File: src/ctok_pkg.sv
// shared types and constants of the c word tokenizer
`default_nettype none

package ctok_pkg;

   // word kinds as carried on the result side
   localparam logic [1:0] KIND_IDENT  = 2'd0;
   localparam logic [1:0] KIND_CLIT   = 2'd1;
   localparam logic [1:0] KIND_SLIT   = 2'd2;
   localparam logic [1:0] KIND_SINGLE = 2'd3;

   // characters with a meaning of their own
   localparam logic [7:0] CH_HASH   = 8'h23;
   localparam logic [7:0] CH_UNDER  = 8'h5F;
   localparam logic [7:0] CH_STAR   = 8'h2A;
   localparam logic [7:0] CH_SLASH  = 8'h2F;
   localparam logic [7:0] CH_SQUOTE = 8'h27;
   localparam logic [7:0] CH_DQUOTE = 8'h22;

   localparam int          LIMIT_W     = 10;
   localparam logic [9:0]  LIMIT_RESET = 10'd100;
   localparam int          QUEUE_DEPTH = 4;

   // one result character
   typedef struct packed {
      logic [7:0] ch;
      logic [1:0] kind;
      logic       word_end;
   } res_type;

   // results caused by one input item: first, and second when two is set
   typedef struct packed {
      logic    two;
      res_type r0;
      res_type r1;
   } rec_type;

   // queue status seen by the front and the back
   typedef struct packed {
      logic full;
      logic empty;
   } qstat_type;

endpackage

`default_nettype wire

File: src/c_word_tokenizer.sv
// top level of the c word tokenizer: front scanner, record queue, output stage
//
//  channel | direction | tdata              | tuser                        | tlast
//  req_    | in        | [7:0] in_char      | -                            | end_of_input
//  rsp_    | out       | [7:0] out_char     | [1:0] word_kind, [2] word_end | run_last
//  csr_    | in        | word_limit, 10 bits written on csr_wr_en           | -
//
// one item a cycle is accepted while the record queue has a free slot
// each item yields zero, one or two results, sent one a cycle from the output register,
// so one item a cycle holds unless rsp_ stalls or results exceed one a cycle on average
// synchronous reset clears scanner state and queue, word_limit returns to 100
// a stalled rsp_ side fills the queue of QDEPTH records before req_tready drops
`default_nettype none

module c_word_tokenizer #(
   parameter int QDEPTH = ctok_pkg::QUEUE_DEPTH
) (
   input  wire                          clock,
   input  wire                          reset,
   // configuration
   input  wire                          csr_wr_en,
   input  wire  [ctok_pkg::LIMIT_W-1:0] csr_wr_data,  // word_limit
   // input characters
   input  wire                          req_tvalid,
   output logic                         req_tready,
   input  wire  [7:0]                   req_tdata,    // [7:0] in_char
   input  wire                          req_tlast,    // end_of_input
   // result characters
   output logic                         rsp_tvalid,
   input  wire                          rsp_tready,
   output logic [7:0]                   rsp_tdata,    // [7:0] out_char
   output logic [2:0]                   rsp_tuser,    // [1:0] word_kind, [2] word_end
   output logic                         rsp_tlast     // run_last
);
   import ctok_pkg::*;

   // front to queue
   logic      push;
   rec_type   push_rec;
   // queue to back
   logic      pop;
   rec_type   head_rec;
   qstat_type qstat;

   // scanner: classifies each character and forms its results
   ctok_front u_front (
      .clock       (clock),
      .reset       (reset),
      .csr_wr_en   (csr_wr_en),
      .csr_wr_data (csr_wr_data),
      .in_valid    (req_tvalid),
      .in_char     (req_tdata),
      .in_eoi      (req_tlast),
      .in_ready    (req_tready),
      .qstat       (qstat),
      .push        (push),
      .push_rec    (push_rec)
   );

   // records of one or two results, decoupling the two sides
   ctok_queue #(
      .DEPTH (QDEPTH)
   ) u_queue (
      .clock    (clock),
      .reset    (reset),
      .push     (push),
      .push_rec (push_rec),
      .pop      (pop),
      .head_rec (head_rec),
      .qstat    (qstat)
   );

   // output stage: one result a cycle while rsp_tready is high
   ctok_back u_back (
      .clock     (clock),
      .reset     (reset),
      .head_rec  (head_rec),
      .qstat     (qstat),
      .pop       (pop),
      .out_valid (rsp_tvalid),
      .out_ready (rsp_tready),
      .out_char  (rsp_tdata),
      .out_kind  (rsp_tuser[1:0]),
      .out_end   (rsp_tuser[2]),
      .out_last  (rsp_tlast)
   );

endmodule

`default_nettype wire

File: src/ctok_front.sv
// front part: takes characters, runs the scanner and builds result records
`default_nettype none

module ctok_front (
   input  wire                         clock,
   input  wire                         reset,
   input  wire                         csr_wr_en,
   input  wire  [ctok_pkg::LIMIT_W-1:0] csr_wr_data,
   input  wire                         in_valid,
   input  wire  [7:0]                  in_char,
   input  wire                         in_eoi,
   output logic                        in_ready,
   input  ctok_pkg::qstat_type         qstat,
   output logic                        push,
   output ctok_pkg::rec_type           push_rec
);
   import ctok_pkg::*;

   localparam logic [2:0] M_IDLE    = 3'd0;
   localparam logic [2:0] M_IDENT   = 3'd1;
   localparam logic [2:0] M_CLIT    = 3'd2;
   localparam logic [2:0] M_SLIT    = 3'd3;
   localparam logic [2:0] M_SLASH   = 3'd4;
   localparam logic [2:0] M_CMT     = 3'd5;
   localparam logic [2:0] M_CMTSTAR = 3'd6;

   logic [LIMIT_W-1:0] limit_ff,  limit_in;
   logic [2:0]         mode_ff,   mode_in;
   logic [7:0]         hchar_ff,  hchar_in;
   logic               hvalid_ff, hvalid_in;
   logic [1:0]         hkind_ff,  hkind_in;
   logic [LIMIT_W-1:0] left_ff,   left_in;

   logic [LIMIT_W-1:0] room;
   logic               is_space, is_alpha, is_word;
   logic               do_fresh;
   logic [1:0]         cnt;
   res_type            r0, r1, fres;
   logic               fres_emit;
   logic [7:0]         quote;

   assign in_ready = ~qstat.full;
   wire accept = in_valid & in_ready;

   // room left for a word after its first character
   assign room = (limit_ff < LIMIT_W'(2)) ? '0 : LIMIT_W'(limit_ff - LIMIT_W'(2));

   assign is_space = (in_char inside {[8'd9:8'd13], 8'd32});
   assign is_alpha = (in_char inside {[8'd65:8'd90], [8'd97:8'd122]});
   assign is_word  = is_alpha | (in_char inside {[8'd48:8'd57]}) | (in_char == CH_UNDER);
   assign quote    = (mode_ff == M_CLIT) ? CH_SQUOTE : CH_DQUOTE;

   always_comb begin
      mode_in   = mode_ff;
      hchar_in  = hchar_ff;
      hvalid_in = hvalid_ff;
      hkind_in  = hkind_ff;
      left_in   = left_ff;
      do_fresh  = 1'b0;
      cnt       = 2'd0;
      r0        = '{ch: hchar_ff, kind: hkind_ff, word_end: 1'b1};
      r1        = '{ch: in_char, kind: hkind_ff, word_end: 1'b1};
      fres      = '{ch: in_char, kind: KIND_SINGLE, word_end: 1'b1};
      fres_emit = 1'b0;

      if (in_eoi) begin
         cnt       = hvalid_ff ? 2'd1 : 2'd0;
         hvalid_in = 1'b0;
         hchar_in  = '0;
         hkind_in  = '0;
         left_in   = '0;
         mode_in   = M_IDLE;
      end else if (!hvalid_ff) begin
         do_fresh = 1'b1;
      end else begin
         case (mode_ff)
            M_IDENT: begin
               if (is_word && left_ff != '0) begin
                  cnt         = 2'd1;
                  r0.word_end = 1'b0;
                  hchar_in    = in_char;
                  left_in     = left_ff - LIMIT_W'(1);
               end else begin
                  cnt      = 2'd1;
                  do_fresh = 1'b1;
               end
            end
            M_CLIT, M_SLIT: begin
               if (left_ff != '0) begin
                  cnt         = 2'd1;
                  r0.word_end = 1'b0;
                  if (in_char == quote) begin
                     // closing quote ends the literal at once
                     cnt       = 2'd2;
                     hvalid_in = 1'b0;
                     hchar_in  = '0;
                     hkind_in  = '0;
                     left_in   = '0;
                     mode_in   = M_IDLE;
                  end else begin
                     hchar_in = in_char;
                     left_in  = left_ff - LIMIT_W'(1);
                  end
               end else begin
                  cnt      = 2'd1;
                  do_fresh = 1'b1;
               end
            end
            M_SLASH: begin
               if (in_char == CH_STAR) begin
                  mode_in = M_CMT;
               end else begin
                  cnt     = 2'd1;
                  r0.kind = KIND_SINGLE;
                  do_fresh = 1'b1;
               end
            end
            M_CMT: begin
               if (in_char == CH_STAR) mode_in = M_CMTSTAR;
            end
            M_CMTSTAR: begin
               if (in_char == CH_SLASH) begin
                  // comment closed: it yields the word "/"
                  cnt       = 2'd1;
                  r0        = '{ch: CH_SLASH, kind: KIND_SINGLE, word_end: 1'b1};
                  hvalid_in = 1'b0;
                  hchar_in  = '0;
                  hkind_in  = '0;
                  left_in   = '0;
                  mode_in   = M_IDLE;
               end else if (in_char != CH_STAR) begin
                  mode_in = M_CMT;
               end
            end
            default: begin
               do_fresh = 1'b1;
            end
         endcase
      end

      // a character that starts afresh: nothing held, or the held word just ended
      if (do_fresh) begin
         hvalid_in = 1'b0;
         hchar_in  = '0;
         hkind_in  = '0;
         left_in   = '0;
         mode_in   = M_IDLE;
         if (is_space) begin
            hvalid_in = 1'b0;
         end else if (is_alpha || in_char == CH_HASH || in_char == CH_UNDER) begin
            hvalid_in = 1'b1;
            hchar_in  = in_char;
            hkind_in  = KIND_IDENT;
            left_in   = room;
            mode_in   = M_IDENT;
         end else if (in_char == CH_SQUOTE) begin
            hvalid_in = 1'b1;
            hchar_in  = in_char;
            hkind_in  = KIND_CLIT;
            left_in   = room;
            mode_in   = M_CLIT;
         end else if (in_char == CH_DQUOTE) begin
            hvalid_in = 1'b1;
            hchar_in  = in_char;
            hkind_in  = KIND_SLIT;
            left_in   = room;
            mode_in   = M_SLIT;
         end else if (in_char == CH_SLASH) begin
            hvalid_in = 1'b1;
            hchar_in  = in_char;
            hkind_in  = KIND_SINGLE;
            left_in   = room;
            mode_in   = M_SLASH;
         end else begin
            fres_emit = 1'b1;
         end
         if (fres_emit) begin
            if (cnt == 2'd0) begin
               r0  = fres;
               cnt = 2'd1;
            end else begin
               r1  = fres;
               cnt = 2'd2;
            end
         end
      end
   end

   assign push          = accept & (cnt != 2'd0);
   assign push_rec.two  = (cnt == 2'd2);
   assign push_rec.r0   = r0;
   assign push_rec.r1   = r1;

   assign limit_in = csr_wr_en ? csr_wr_data : limit_ff;

   always_ff @(posedge clock) begin
      if (reset) begin
         limit_ff  <= LIMIT_RESET;
         mode_ff   <= M_IDLE;
         hchar_ff  <= '0;
         hvalid_ff <= 1'b0;
         hkind_ff  <= '0;
         left_ff   <= '0;
      end else begin
         limit_ff <= limit_in;
         if (accept) begin
            mode_ff   <= mode_in;
            hchar_ff  <= hchar_in;
            hvalid_ff <= hvalid_in;
            hkind_ff  <= hkind_in;
            left_ff   <= left_in;
         end
      end
   end

endmodule

`default_nettype wire

File: src/ctok_queue.sv
// short record queue between the front and the back
`default_nettype none

module ctok_queue #(
   parameter int DEPTH = ctok_pkg::QUEUE_DEPTH
) (
   input  wire                  clock,
   input  wire                  reset,
   input  wire                  push,
   input  ctok_pkg::rec_type    push_rec,
   input  wire                  pop,
   output ctok_pkg::rec_type    head_rec,
   output ctok_pkg::qstat_type  qstat
);
   import ctok_pkg::*;

   localparam int PW = (DEPTH > 1) ? $clog2(DEPTH) : 1;
   localparam int CW = $clog2(DEPTH + 1);

   rec_type        mem_ff [DEPTH];
   logic [PW-1:0]  wptr_ff, wptr_in;
   logic [PW-1:0]  rptr_ff, rptr_in;
   logic [CW-1:0]  count_ff, count_in;

   assign wptr_in  = push ? ((wptr_ff == PW'(DEPTH - 1)) ? '0 : PW'(wptr_ff + PW'(1))) : wptr_ff;
   assign rptr_in  = pop  ? ((rptr_ff == PW'(DEPTH - 1)) ? '0 : PW'(rptr_ff + PW'(1))) : rptr_ff;
   assign count_in = CW'(count_ff + CW'(push) - CW'(pop));

   assign head_rec    = mem_ff[rptr_ff];
   assign qstat.full  = (count_ff == CW'(DEPTH));
   assign qstat.empty = (count_ff == '0);

   always_ff @(posedge clock) begin
      if (push) mem_ff[wptr_ff] <= push_rec;
   end

   always_ff @(posedge clock) begin
      if (reset) begin
         wptr_ff  <= '0;
         rptr_ff  <= '0;
         count_ff <= '0;
      end else begin
         wptr_ff  <= wptr_in;
         rptr_ff  <= rptr_in;
         count_ff <= count_in;
      end
   end

`ifndef SYNTHESIS
   a_count_range : assert property (@(posedge clock) disable iff (reset)
      count_ff <= CW'(DEPTH))
      else $error("queue count beyond depth");
   a_no_overrun : assert property (@(posedge clock) disable iff (reset)
      push |-> (count_ff < CW'(DEPTH)) || pop)
      else $error("record pushed into full queue");
   a_no_underrun : assert property (@(posedge clock) disable iff (reset)
      pop |-> count_ff != '0)
      else $error("record popped from empty queue");
   a_ptr_track : assert property (@(posedge clock) disable iff (reset)
      (count_ff == '0) |-> (wptr_ff == rptr_ff))
      else $error("empty queue with unequal pointers");
`endif

endmodule

`default_nettype wire

File: src/ctok_back.sv
// back part: splits records into result items and holds the output register
`default_nettype none

module ctok_back (
   input  wire                  clock,
   input  wire                  reset,
   input  ctok_pkg::rec_type    head_rec,
   input  ctok_pkg::qstat_type  qstat,
   output logic                 pop,
   output logic                 out_valid,
   input  wire                  out_ready,
   output logic [7:0]           out_char,
   output logic [1:0]           out_kind,
   output logic                 out_end,
   output logic                 out_last
);
   import ctok_pkg::*;

   logic    valid_ff, valid_in;
   logic    sel_ff,   sel_in;
   res_type res_ff;
   logic    last_ff;
   res_type pick;
   logic    pick_last;
   logic    load;

   assign load      = (~valid_ff | out_ready) & ~qstat.empty;
   assign pick      = sel_ff ? head_rec.r1 : head_rec.r0;
   assign pick_last = sel_ff | ~head_rec.two;
   assign pop       = load & pick_last;
   assign valid_in  = load | (valid_ff & ~out_ready);
   assign sel_in    = load ? ~pick_last : sel_ff;

   always_ff @(posedge clock) begin
      if (reset) begin
         valid_ff <= 1'b0;
         sel_ff   <= 1'b0;
      end else begin
         valid_ff <= valid_in;
         sel_ff   <= sel_in;
      end
   end

   always_ff @(posedge clock) begin
      if (load) begin
         res_ff  <= pick;
         last_ff <= pick_last;
      end
   end

   assign out_valid = valid_ff;
   assign out_char  = res_ff.ch;
   assign out_kind  = res_ff.kind;
   assign out_end   = res_ff.word_end;
   assign out_last  = last_ff;

endmodule

`default_nettype wire
File: config.mk
export PLATFORM = sky130hd
export DESIGN_NAME = c_word_tokenizer
export DESIGN_NICKNAME = d
export VERILOG_FILES = /design/src/ctok_pkg.sv /design/src/c_word_tokenizer.sv /design/src/ctok_front.sv /design/src/ctok_queue.sv /design/src/ctok_back.sv
export SDC_FILE = /design/constraint.sdc
export NUM_CORES = 1
export LEC_CHECK = 0
export BUFFER_PORTS_ARGS = -buffer_cell sky130_fd_sc_hd__buf_2
export CORE_MARGIN = 8
export CORE_UTILIZATION = 60
export DETAILED_ROUTE_END_ITERATION = 10
export PLACE_DENSITY = 0.79
export SKIP_LAST_GASP = 1
export SLEW_MARGIN = 15
export SYNTH_ARGS = -nofsm -noshare
export SYNTH_HDL_FRONTEND = slang
export SYNTH_SLANG_ARGS = --single-unit
File: constraint.sdc
create_clock -name clock -period 4.85 [get_ports clock]
set_clock_uncertainty 0.15 [all_clocks]
set_input_delay 0.2425 -clock clock [delete_from_list [all_inputs] [get_ports clock]]
set_output_delay 0.2425 -clock clock [all_outputs]
set_load 0.02 [all_outputs]
==> results of run 1 <==
synthesized netlist by cell type (3+ instances only):
cell type	number	share of area
mux4_2	22	0.074
inv_1	24	0.013
o2111ai_1	4	0.0052
a32o_1	4	0.0060
nand3_1	16	0.012
buf_1	7	0.0039
a22oi_1	3	0.0034
nor3_1	17	0.013
a22o_1	3	0.0039
o21ai_0	20	0.015
nand2b_1	10	0.0094
a31oi_1	10	0.0094
buf_2	3	0.0022
o31a_1	3	0.0039
nand2_1	64	0.036
dfxtp_1	45	0.13
xnor2_1	3	0.0039
mux2i_1	13	0.019
nor2b_1	6	0.0056
o211ai_1	5	0.0056
edfxtp_1	100	0.45
a32oi_1	3	0.0039
nand3b_1	4	0.0045
o32ai_1	4	0.0052
o22ai_1	3	0.0028
a21oi_1	22	0.016
nor4_1	4	0.0037
nor2_1	42	0.024
ha_1	9	0.017
nand4_1	4	0.0037
and2_1	6	0.0056
clkbuf_1	16	0.0090
o21ai_1	6	0.0045
stage by stage:
step | instances | setup WS [ps] | util | area (um2) | total power [W]
after global routing | 768 | 452 | 0.719 | 7800 | 0.00399
after CTS | 768 | 864 | 0.719 | 7800 | 0.00383
after floorplan | 557 | 1680 | - | 6690 | 0.00227
after detailed placement | 713 | 936 | 0.643 | 6980 | 0.00252
after global placement | 713 | 1080 | 0.643 | 6980 | 0.00248
final | 768 | 783 | 0.719 | 7800 | 0.00381
sequential cells by signal, indices dropped and copies added, names as in the netlist, named ones only:
signal and flops:
u_front.hchar_ff 8, u_front.left_ff 10, u_back.out_end 1, u_front.hkind_ff 2, u_back.out_kind 2, u_queue.wptr_ff 2, u_queue.count_ff 3, u_queue.rptr_ff 2
u_back.sel_ff 1, u_back.out_char 8, u_back.out_last 1, u_front.hvalid_ff 1, u_front.limit_ff 10, u_back.out_valid 1, u_front.mode_ff 3, u_queue.mem_ff 88
per-layer routing:
metal,vias to the layer above,part of all wire,GRT usage
met3,23,0.059,0.0578
met5,-,0,0
met4,0,0.016,0.0864
met2,197,0.52,0.377
met1,2363,0.40,0.259
li1,2225,-,-
worst min-delay path, stage by stage:
cell     delay, ps
buf_2          200
mux2i_1        150
nor2_1          70
worst min-delay path by stage:
stage,endpoint,depth (start not counted)
2_1_floorplan,u_queue.mem_ff[0][10],0
3_3_place_gp,u_front.hchar_ff[5],2
3_5_place_dp,u_front.limit_ff[6],3
4_1_cts,u_front.limit_ff[1],3
5_1_grt,u_front.limit_ff[3],3
6_report,u_front.limit_ff[1],3
cell type report:
cell class | instances | area, um2 | share of cell area
clock buffer | 23 | 489 | 0.0628
clock inverter | 9 | 101 | 0.0130
inverter | 24 | 90.1 | 0.0116
multi-input combinational | 359 | 2560 | 0.329
sequential | 145 | 3900 | 0.501
tap | 140 | 175 | 0.0225
timing repair buffer | 68 | 475 | 0.0610
cell families (layout without fill, tap and decap cells):
| logic type | after synthesis | in the layout | share of synthesized area |
|---|---|---|---|
| simple gates | 193 | 193 | 0.143 |
| flops | 145 | 145 | 0.584 |
| compound gates | 115 | 115 | 0.118 |
| buf+inv | 53 | 124 | 0.0331 |
| mux | 36 | 36 | 0.0952 |
| fa+ha+maj | 10 | 10 | 0.0198 |
| xor+xnor | 5 | 5 | 0.00655 |
power by group:
group / internal [W] / leakage, nW / switching [W]
Clock: 0.000805 / 0.294 / 0.000487
Sequential: 0.00151 / 1.30 / 0.0000779
Combinational: 0.000375 / 1.24 / 0.000555
==> impl_metrics.csv, run 1 <==
group,metric,value,unit
worst_setup_path,reg2reg_depth,8,
yosys,synthCells,557,
grt,grtUsageTotal,0.220,
clock_network,cts_buffer_depth,2,
clock_network,clkLatencyLatePin,530,ps
cells_and_area,mostFrequentLayoutCells,"100 x edfxtp_1, 64 x nand2_1, 45 x dfxtp_1",
timing,timing.setup.tns,0,ps
clock_network,h-tree-depth,4,
cells_and_area,area_delta_synth_final,16.6,%
worst_setup_path,critPathLaunch,"u_front.left_ff[0]",
worst_setup_path,start_kind,"flop",
pwr,power_density,489,nW/um2
clock_network,path_clk_slew,60,ps
worst_setup_path,worstSetupPathType,"flop to flop",
route,ant_nets,0,
worst_setup_path,critPathCapture,"u_queue.mem_ff[2][20]",
clock_network,postCtsSetupBuffers,0,
clock_network,cts-root-buf,"clkbuf_8",
placed_design,port_buffers,37,
placed_design,place_congestion,0.887,
worst_setup_path,cp_max_fo,17,
yosys,yosysWarnings,0,
timing,tightest_slew,1030,ps
worst_setup_path,cp.depth,8,
run_status,status,"finished clean",
worst_setup_path,crit_required,4970,ps
yosys,async_flop_share,0,
grt,grt_max_degree,28,
timing,setup_viol,0,
yosys,syn_area,6690,um2
run,max-cap-violations,0,
worst_setup_path,path_buf_inv,1,
yosys,ys_seq_area_frac,0.584,
grt,antenna_found_initial,0,
route,first_pass_iters,5,
worst_setup_path,cpMaxStageDelayCell,"nand4_1",
timing,slew_viol_final,0,
hold_path,hp-class,"input pin to flop",
timing,max_freq,246,MHz
cells_and_area,antenna_cells,0,
die,rows,38,
pwr,ir_drop,0.000324,V
worst_setup_path,rr_endpoint,"u_queue.mem_ff[2][20]",
timing,slew_headroom,0.307,
cells_and_area,final_common_cell,"edfxtp_1",
die,start_util,0.617,
timing,post-route-period-util,0.839,
worst_setup_path,worstPathCellList,"inv_1, ha_1, nor4b_2, a41o_1, o31ai_1, a31oi_1, nand4_1, o21ai_0",
yosys,synth_nets,591,
clock_network,cts.repair.resized,0,
timing,whs,32.4,ps
route,drt_iter0_drc,389,
worst_setup_path,path_delay_family,"compound AO/OA/AOI/OAI gates",
route,vias,4808,
die,fp.dieArea,14800,um2
worst_setup_path,critPathCaptureType,"flop",
timing,period_needed,4070,ps
worst_setup_path,ff2ff_setup_slack,780,ps
cells_and_area,nets,649,
die,io_pins,38,
worst_setup_path,r2r-start,"u_front.left_ff[0]",
route,wl_per_cell,20.2,um
clock_network,cts_buffers,17,
die,die_h,122,um
pwr,total_leakage_power,2.83,nW
yosys,synth_edf_count,100,
timing,final_hold_viol_count,0,
die,core,10800,um2
route,avgViaCountPerCell,6.26,
yosys,synthFlopType,"edfxtp_1",
die,die_width,122,um
grt,grt_pass1_vias,4789,
clock_network,ctsHoldBuffers,23,
worst_setup_path,critical-path-max-stage-delay,750,ps
hold_path,min-delay-start,"csr_wr_en",
yosys,synth-seq-cells,145,
timing,rsz0062_at_grt,"false",
placed_design,hpwl,10000,um
cells_and_area,nFillCells,722,
yosys,synth_area_per_cell,12.0,um2
route,routed_wl,15500,um
grt,grt_pass1_wl,24900,um
cells_and_area,final_layout_size_suffix_gt1_frac,0.172,
route,drc,0,
yosys,yosysUniqueCellTypes,70,
clock_network,cts_tree,"built",
grt,grt_overflow,0,
worst_setup_path,cp.arrival,4180,ps
clock_network,clock_sinks,145,
(Power assumes the default switching activity.)
==> run 2: changes to the inputs <==
clock period = 3.8 ns   (was 4.85 ns; I/O delays follow)
==> impl_metrics.csv, run 2 (synthesized netlist as in run 1, its figures left out) <==
group,metric,value,unit
cells_and_area,largest_register_ffs,88,
timing,slew_headroom,0.212,
grt,grt_overflow,0,
placed_design,place_congestion,0.967,
cells_and_area,nets,671,
die,die_h,122,um
timing,period_needed,3460,ps
cells_and_area,antenna_cells,0,
cells_and_area,final_layout_size_suffix_gt1_frac,0.169,
route,wl_per_cell,20.6,um
die,start_util,0.617,
run,max-cap-violations,0,
timing,final_hold_viol_count,0,
clock_network,clock_sinks,145,
pwr,ir_drop,0.000389,V
grt,grt_pass1_wl,25800,um
cells_and_area,final_common_cell,"edfxtp_1",
clock_network,cts_buffers,17,
worst_setup_path,path_delay_family,"compound AO/OA/AOI/OAI gates",
clock_network,clkLatencyLatePin,520,ps
timing,layout_setup_ws,338,ps
run_status,status,"finished clean",
grt,antenna_found_initial,0,
timing,setup_viol,0,
die,fp.dieArea,14800,um2
timing,max_freq,289,MHz
die,io_pins,38,
hold_path,hp-class,"input pin to flop",
route,wl_met2,8560,um
pwr,total_leakage_power,2.90,nW
timing,timing.setup.tns,0,ps
grt,grtUsageTotal,0.227,
route,routed_wl,16300,um
route,m1WireLength,6310,um
grt,grt_pass1_vias,4949,
clock_network,h-tree-depth,4,
placed_design,dp_slack,441,ps
worst_setup_path,worstSetupPathType,"input pin to flop",
timing,rsz0062_at_grt,"false",
worst_setup_path,worstPathCellList,"dlygate4sd3_1, buf_2, or4b_4, o31a_1, o31ai_1, a31oi_1, nand2_1, a31oi_2, ha_1, fa_1, xnor2_1, xnor2_1, nor2_1",
cells_and_area,area_delta_synth_final,19.0,%
timing,tightest_slew,1170,ps
worst_setup_path,cp.arrival,3690,ps
die,die_width,122,um
die,core,10800,um2
worst_setup_path,start_kind,"input pin",
clock_network,cts.repair.resized,0,
timing,post-route-period-util,0.911,
placed_design,hpwl,10100,um
clock_network,path_clk_slew,60,ps
clock_network,ctsHoldBuffers,40,
pwr,power_density,599,nW/um2
worst_setup_path,critPathCaptureType,"flop",
route,avgViaCountPerCell,6.28,
route,vias,4962,
cells_and_area,top_regs,"u_queue.mem_ff (88), u_front.left_ff (10), u_front.limit_ff (10)",
worst_setup_path,cpMaxStageDelayCell,"or4b_4",
route,top_layer_used,"met4",
die,rows,38,
route,drc,0,
worst_setup_path,crit_required,4030,ps
cells_and_area,mostFrequentLayoutCells,"100 x edfxtp_1, 64 x nand2_1, 45 x dfxtp_1",
worst_setup_path,path_buf_inv,2,
worst_setup_path,cp_max_fo,12,
route,wl_met3,996,um
grt,grt_max_degree,28,
cells_and_area,nFillCells,695,
clock_network,cts-root-buf,"clkbuf_8",
clock_network,cts_tree,"built",
route,first_pass_iters,5,
cells_and_area,regMostFlops,"u_queue.mem_ff",
placed_design,port_buffers,37,
worst_setup_path,critical-path-max-stage-delay,600,ps
timing,slew_viol_final,0,
route,ant_nets,0,
clock_network,postCtsSetupBuffers,0,
worst_setup_path,timing.critical_path.mode_cell,"xnor2_1",
route,drt_iter0_drc,412,
clock_network,cts_buffer_depth,2,
## run 2: cell types whose count changed in the layout (fill, tap and decap cells not counted)
cell           previous run  this run
clkbuf_8                  2         1
clkinvlp_4                0         1
clkinv_2                  4         3
dlygate4sd3_1            23        40
clkbuf_16                18        16
buf_4                     8        13
clkbuf_1                  3         2
clkinv_1                  1         5
## run 2: through the flow
stage	area [um2]	utilization	std cells	total power, W	hold WS [ps]
finish	7950	0.734	790	0.00477	69.6
global route	7950	0.734	790	0.00499	75.6
floorplan	6690	-	557	0.00290	139
detailed placement	7010	0.647	718	0.00322	271
CTS	7950	0.734	790	0.00478	34.0
global placement	7010	0.647	718	0.00317	253
## run 2: tightest hold or removal path: cells and delay by family
kind / cells / cell delay, ps
compound gates: 2 / 320
buf+inv: 1 / 190
## run 2: area by class of cell
| cell class | instances | area, um2 | area share |
|---|---|---|---|
| clock buffers | 19 | 422 | 0.0530 |
| clock inverters | 13 | 119 | 0.0149 |
| inverters | 24 | 90.1 | 0.0113 |
| multi-input cells | 359 | 2560 | 0.322 |
| flip-flops and latches | 145 | 3900 | 0.491 |
| well taps | 140 | 175 | 0.0220 |
| repair buffers | 90 | 683 | 0.0859 |
## run 2: power by group
group	internal (W)	leakage [nW]	total (W)	switching, W
Combinational	0.000500	1.34	0.00120	0.000700
Sequential	0.00193	1.30	0.00204	0.000108
Clock	0.000920	0.263	0.00153	0.000607
Total	0.00335	2.90	0.00477	0.00142
## run 2: worst paths after layout
check                                    startpoint                  end  slack [ps]  cells past startpoint
worst max-delay path                   req_tdata[4]  u_queue.count_ff[2]         340                     13
worst min-delay path                      req_tlast   u_front.mode_ff[2]          70                      3
worst max register to register   u_front.left_ff[5]  u_queue.count_ff[2]         410                      9
worst min register to register  u_front.hchar_ff[1]  u_front.hchar_ff[1]         310                      2
## run 2: layer usage
| metal | track usage | vias up |
|---|---|---|
| li1 | - | 2276 |
| met1 | 0.260 | 2403 |
| met2 | 0.403 | 244 |
| met3 | 0.0514 | 39 |
| met4 | 0.0956 | 0 |
| met5 | 0 | - |
